**config.mk**
```make
export PLATFORM = sky130hd
export DESIGN_NAME = dts_ctrl
export DESIGN_NICKNAME = d
export VERILOG_FILES = /design/src/rtl/dts_pkg.sv /design/src/rtl/dts_ctrl.sv
export SDC_FILE = /design/constraint.sdc
export NUM_CORES = 1
export LEC_CHECK = 0
export BUFFER_PORTS_ARGS = -buffer_cell sky130_fd_sc_hd__buf_2
export CAP_MARGIN = 20
export CORE_AREA = 2 2 39 41
export DETAILED_ROUTE_END_ITERATION = 16
export DIE_AREA = 0 0 41 43
export PLACE_DENSITY = 0.64
export SYNTH_ARGS = -nofsm -noshare
export SYNTH_HDL_FRONTEND = slang
export SYNTH_SLANG_ARGS = --single-unit
```
**constraint.sdc**
```tcl
create_clock -name clk -period 1.9 [get_ports clk]
set_input_delay 0.19 -clock clk [delete_from_list [all_inputs] [get_ports clk]]
set_output_delay 0.19 -clock clk [all_outputs]
set_load 0.02 [all_outputs]
```
**src/rtl/dts_pkg.sv**
```systemverilog
// Shared types and constants for the dual encoder turn solver.
`timescale 1ns / 1ps
`default_nettype none
package dts_pkg;

  localparam int TURN_W   = 24;
  localparam int ANGLE_W  = 16;
  localparam int WEIGHT_W = 16;
  localparam int TEETH_W  = 7;
  localparam int CFG_W    = 24;
  localparam int CFG_IDX_W = 3;
  localparam int SCORE_W  = 32;
  localparam int PERIOD_W = TEETH_W + TURN_W;
  localparam int DIVISOR_W = 32;

  localparam logic [SCORE_W-1:0]  SCORE_NONE = '1;
  localparam logic [SCORE_W-1:0]  SCORE_CAP  = 32'hFFFF_FFFE;
  localparam logic [TURN_W-1:0]   TURN_ALL   = '1;
  localparam logic [WEIGHT_W:0]   UNIT_WEIGHT = 17'd256;

  // Register indexes of the configuration port
  localparam logic [CFG_IDX_W-1:0] REG_TEETH_A    = 3'd0;
  localparam logic [CFG_IDX_W-1:0] REG_TEETH_B    = 3'd1;
  localparam logic [CFG_IDX_W-1:0] REG_RATIO_A    = 3'd2;
  localparam logic [CFG_IDX_W-1:0] REG_RATIO_B    = 3'd3;
  localparam logic [CFG_IDX_W-1:0] REG_BLEND_A    = 3'd4;
  localparam logic [CFG_IDX_W-1:0] REG_BLEND_B    = 3'd5;
  localparam logic [CFG_IDX_W-1:0] REG_TURN_LIMIT = 3'd6;
  localparam logic [CFG_IDX_W-1:0] REG_PROX_W     = 3'd7;

  // Commands from the controller to the datapath
  typedef struct packed {
    logic load;
    logic est;
    logic wmul;
    logic start_mean;
    logic take_mean;
    logic chk;
    logic start_mod;
    logic take_mod;
    logic pen;
    logic upd;
    logic step;
    logic publish;
  } dts_cmd_t;

  // Status from the datapath to the controller
  typedef struct packed {
    logic empty;
    logic div_done;
    logic over;
    logic need_mod;
    logic last_pair;
  } dts_stat_t;

endpackage
`default_nettype wire

```
**src/rtl/dts_ctrl.sv**
```systemverilog
// Controller: sequences the pair search and the request handshakes.
`timescale 1ns / 1ps
`default_nettype none
module dts_ctrl (
  input  wire logic               clk,
  input  wire logic               rst_n,
  input  wire logic               in_valid,
  output logic                    in_stall,
  output logic                    out_valid,
  input  wire logic               out_stall,
  input  wire dts_pkg::dts_stat_t stat,
  output dts_pkg::dts_cmd_t       cmd
);
  import dts_pkg::*;

  typedef enum logic [3:0] {
    S_IDLE, S_EST, S_WMUL, S_SUM, S_MEAN, S_CHK, S_MOD, S_PEN, S_UPD, S_NEXT, S_DONE
  } state_t;

  state_t state_r, state_nxt;
  logic   out_valid_r, out_valid_nxt;

  // Next state and commands
  always_comb begin
    state_nxt = state_r;
    cmd       = '0;
    unique case (state_r)
      S_IDLE: begin
        if (in_valid) begin
          cmd.load  = 1'b1;
          state_nxt = S_EST;
        end
      end
      S_EST: begin
        if (stat.empty) begin
          state_nxt = S_DONE;
        end else begin
          cmd.est   = 1'b1;
          state_nxt = S_WMUL;
        end
      end
      S_WMUL: begin
        cmd.wmul  = 1'b1;
        state_nxt = S_SUM;
      end
      S_SUM: begin
        cmd.start_mean = 1'b1;
        state_nxt      = S_MEAN;
      end
      S_MEAN: begin
        if (stat.div_done) begin
          cmd.take_mean = 1'b1;
          state_nxt     = S_CHK;
        end
      end
      S_CHK: begin
        cmd.chk = 1'b1;
        if (stat.over) begin
          state_nxt = S_NEXT;
        end else if (stat.need_mod) begin
          cmd.start_mod = 1'b1;
          state_nxt     = S_MOD;
        end else begin
          state_nxt = S_PEN;
        end
      end
      S_MOD: begin
        if (stat.div_done) begin
          cmd.take_mod = 1'b1;
          state_nxt    = S_PEN;
        end
      end
      S_PEN: begin
        cmd.pen   = 1'b1;
        state_nxt = S_UPD;
      end
      S_UPD: begin
        cmd.upd   = 1'b1;
        state_nxt = S_NEXT;
      end
      S_NEXT: begin
        cmd.step  = 1'b1;
        state_nxt = stat.last_pair ? S_DONE : S_EST;
      end
      S_DONE: begin
        if (!out_valid_r || !out_stall) begin
          cmd.publish = 1'b1;
          state_nxt   = S_IDLE;
        end
      end
      default: state_nxt = S_IDLE;
    endcase
  end

  // Hold the result valid until taken
  always_comb begin
    out_valid_nxt = out_valid_r;
    if (cmd.publish) begin
      out_valid_nxt = 1'b1;
    end else if (!out_stall) begin
      out_valid_nxt = 1'b0;
    end
  end

  always_ff @(posedge clk) begin
    if (!rst_n) begin
      state_r     <= S_IDLE;
      out_valid_r <= 1'b0;
    end else begin
      state_r     <= state_nxt;
      out_valid_r <= out_valid_nxt;
    end
  end

  assign in_stall  = state_r != S_IDLE;
  assign out_valid = out_valid_r;

endmodule
`default_nettype wire

```
# After elaboration in Yosys (flattened, before gate mapping)
# Index checks and enable logic that the tools add are counted.
totals:
  ff_bits: 5
  latch_bits: 0
  mem_bits_rw: 0
  romBits: 0
  input_bits: 9
  out_inout_bits: 14
  n_memories: 0
op_classes:
  n_addsub: 0
  mul: 0
  n_div: 0
  n_lt_le_gt_ge: 0
  eq_ne: 15
  shift: 0
  muxes: 28
  bitwise: 0
  n_reduce_logical: 6
ops:
  columns: ["op", "count"]
  rows:
  - ["one-hot mux 4 bit (11 select lines)", 1]
  - ["2-to-1 mux 4 bit", 7]
  - ["2-to-1 mux 1 bit", 19]
  - ["== test 4 x 3 -> 1 bit, second input constant", 4]
  - ["== test 4 bit, second input constant", 3]
  - ["== test 4 x 2 -> 1 bit, second input constant", 2]
  - ["!= test 2 bit, second input constant", 4]
  - ["== test 4 x 1 -> 1 bit, second input constant", 1]
  - ["zero test 4 bit", 1]
  - ["AND reduction 4 bit", 1]
  - ["nonzero test 4 bit", 1]
  - ["zero test 1 bit", 2]
  - ["2-to-1 mux 2 bit", 1]
  - ["!= test 2 x 1 -> 1 bit, second input constant", 1]
  - ["logical OR 1 bit", 1]

# Depth between registers and ports, before layout
logic_depth:
  depth_word: 5
  ltp_mapped: 5

# Worst setup path after synthesis
# No wires, ideal clock.
synth_path:
  path_type: "reg-to-reg"
  start: "register state_r[2]"
  end: "register state_r[1]"
  setup_ns: 0.120
  arrival_time_ns: 1.462
  t_required_ns: 1.780
  slack_ns: 0.318
  path_stages_with_launch: 6
  n_path_buf: 1
  period_less_slack_ns: 1.582
  cell_sequence: "dfxtp_1 > buf_6 > or4_4 > o221ai_2 > nor3_1 > o31a_1"
synth_between:
  elab_chain_len: 3
synth_lines:
  columns: ["element", "line", "source"]
  rows:
  - ["start: declaration", "dts_ctrl.sv:20", "state_t state_r, state_nxt;"]
  - ["start signal: assignment", "dts_ctrl.sv:110", "state_r <= state_nxt;"]
  - ["== test 4 bit (tied with other cells)", "dts_ctrl.sv:27", "unique case (state_r)"]
  - ["!= test 2 bit (no line)", null, null]
  - ["AND reduction 4 bit (no line)", null, null]
# Several ways; a longest one is shown, not always the timed one.
# A chain may end at the register's enable or synchronous reset.

==> qor.csv <==
stage,metric,value,unit
layout,FILL cells,150,
pwr,power density over the cells,819,nW/µm²
layout,most frequent cells in the layout,"buf_2, nor2_1, nand2b_1",
layout,Ant. Diodes,0,
place,Final GP Congestion,0.766,
clock_network,cts-stage hold buffer count,0,
pwr,peak supply drop,326,µV
layout,"commonest non-fill, non-tap cell in the layout",buf_2,
sta,Worst Max-Slew Pin Slew,0.290,ns
clock_network,root buf cell,clkbuf_4,
worst_setup_path,Crit path max-delay family,simple AND/OR/NAND/NOR gates,
sta,f_max,637,MHz
floorplanning,die height,43,µm
worst_setup_path,Crit. End Element,output port,
yosys,#FFs+latches synth,5,
clock_network,CTS H-tree depth,1,
worst_setup_path,WP buf/inv,2,
yosys,post-synthesis cell count,63,
drt,Wirelength per Cell,10.5,µm
floorplanning,row count,14,
layout,final core utilization,0.423,
drt,Vias/cell,5.20,
drt,Post-DRT Antenna Nets,0,
sta,RSZ-0062 raised after global routing,no,
yosys,Mean Syn Cell Area,6.87,µm²
pwr,Clk pwr share,0.261,
place,Setup WS pre-CTS,0.418,ns
yosys,Syn Nets,72,
clock_network,post_cts resized,0,
layout,post-route cell area,586,µm²
global_routing,initial antenna violation count,0,
pwr,Sw Share,0.396,
sta,crit share post-route,0.826,
place,Port Buffers,22,
worst_setup_path,Reg2Reg Setup Slack,0.41,ns
worst_setup_path,Crit Path Category,reg2out,
pwr,sequential share of power,0.258,
clock_network,TritonCTS clock tree,done,
clock_network,Clock Latency Late Sink,0.24,ns
drt,Starting DRT DRC Count,12,
worst_setup_path,crit start category,register,
drt,final wirelength,1080,µm
global_routing,Total Routing Usage GR,0.135,
floorplanning,core box area,1380,µm²
drt,drt first pass iters,5,
pwr,Psw,190,µW
sta,Slew headroom,0.806,
global_routing,vias in the first global route,430,
worst_setup_path,critical path required time,1.71,ns
pwr,Int Pwr,290,µW
clock_network,number of buffers inserted during clock tree synthesis,3,
drt,via count,536,
worst_setup_path,max incr delay on CP,0.30,ns
job,MaxCap Viol Count,0,
min_path,HP Class,in2reg,
clock_network,Max clock buf depth,2,
sta,Setup WS post-layout,0.331,ns
worst_setup_path,CP max stage cell,dfxtp_1,
clock_network,clock sinks,5,
pwr,Pleak,0.282,nW
sta,setup TNS,0,ns
global_routing,largest net degree at the start of global routing,18,
yosys,Yosys cell types,26,
clock_network,Clock Pin Slew Worst Setup and Hold Paths,0.04,ns
sta,clock skew,0.00911,ns
worst_setup_path,Crit path top cell by count,nor2_1,
pwr,Logic pwr share,0.481,
sta,fin crit period,1.57,ns
yosys,sequential share of the synthesized area,0.231,
drt,drc violations,0,
global_routing,global-route wire length before repair,1700,µm
sta,Final Hold Violating Endpoints,0,
yosys,Ys Warns,0,
sta,Finish-stage setup viols,0,
place,placed inst area,559,µm²
sta,"Slew Viols, Final",0,
floorplanning,Top Ports,23,
clock_network,post-CTS setup buffer count,0,
layout,layout cells sized above 1,0.356,
place,HPWL after detailed placement,811,µm
yosys,Synth Cell Area,433,µm²
worst_setup_path,"Max FO, Critical Path",13,
worst_setup_path,crit-path cells,buf_4 -> nor2_1 -> nand3_1 -> nor2_1 -> buf_2,
floorplanning,width of the chip,41,µm
worst_setup_path,arrival time of the worst setup path,1.38,ns
floorplanning,die area,1760,µm²
outcome,outcome,"complete, no violations",
floorplanning,starting density of the core,0.313,
layout,fin nets,97,
layout,Area Overhead vs Synth,35.3,%
global_routing,GR Overflow Total,0,
-- synthesized netlist by cell type --
cell / count / share of area
nand3_1: 2 / 0.023
a22oi_1: 1 / 0.017
dfxtp_1: 5 / 0.23
or4_4: 1 / 0.026
o21ai_1: 1 / 0.012
nor2b_1: 1 / 0.014
a21oi_1: 3 / 0.035
o31a_1: 2 / 0.040
nor2_1: 9 / 0.078
nor4_1: 2 / 0.029
and3_1: 2 / 0.029
o21ai_0: 3 / 0.035
nor3b_1: 2 / 0.035
a21boi_1: 1 / 0.017
nor3_1: 5 / 0.058
and2b_1: 1 / 0.017
a31oi_1: 1 / 0.014
clkbuf_1: 4 / 0.035
nand2b_1: 6 / 0.087
inv_1: 2 / 0.017
buf_4: 1 / 0.017
o31ai_1: 1 / 0.017
nor4b_1: 1 / 0.020
nand2_1: 4 / 0.035
buf_6: 1 / 0.026
o221ai_2: 1 / 0.035
-- worst reg2reg max path: cells and delay by family, from the launching register on --
family | cells | cell delay [ns]
compound gates | 2 | 0.46
simple gates | 2 | 0.62
flops | 1 | 0.30
-- final cells by class --
type                            count  area (µm²)  share of cell area
Multi-Input combinational cell     50         292               0.498
Timing Repair Buffer               26         140               0.239
Sequential cell                     5         100               0.171
Clock buffer                        4        26.3              0.0449
Tap cell                           16        20.0              0.0342
Inverter                            2        7.51              0.0128
-- per-layer routing --
metal,share of wire,GRT usage,wire [µm],vias up
met4,0.0074,0.0600,8,0
met1,0.46,0.174,491,239
met2,0.49,0.222,526,19
met5,0,0,0,-
met3,0.048,0,52,2
li1,-,-,-,276
-- cell families (layout without fill, tap and decap cells) --
group | after synthesis | in the layout | synth area share
flops | 5 | 5 | 0.231
buf+inv | 8 | 32 | 0.0954
compound gates | 14 | 14 | 0.223
simple gates | 36 | 36 | 0.451
-- per-stage QoR --
| stage | instances | total power [mW] | hold WS [ns] |
|---|---|---|---|
| finish | 103 | 0.480 | 0.224 |
| global route | 103 | 0.515 | 0.232 |
| CTS | 103 | 0.483 | 0.220 |
| detailed placement | 99 | 0.357 | 0.469 |
| global placement | 99 | 0.354 | 0.467 |
| floorplan | 63 | 0.289 | 0.318 |
-- worst paths after layout --
path                                 start          to  depth (start not counted)
worst max-delay path            state_r[1]      cmd[5]                          5
worst min-delay path                 rst_n  state_r[1]                          2
worst max register to register  state_r[1]  state_r[1]                          4
worst min register to register   out_valid   out_valid                          2
-- flip-flops by register name, indices dropped and copies added (netlist names) --
signal     flops
state_r        4
out_valid      1
-- power by group through the flow --
stage	logic, mW	clock network [mW]	registers [mW]
final	0.231	0.125	0.124
after global routing	0.256	0.134	0.125
after CTS	0.231	0.128	0.124
after detailed placement	0.231	0	0.126
after global placement	0.229	0	0.126
after floorplan	0.157	0	0.132
Power figures use the tool's default switching activity.
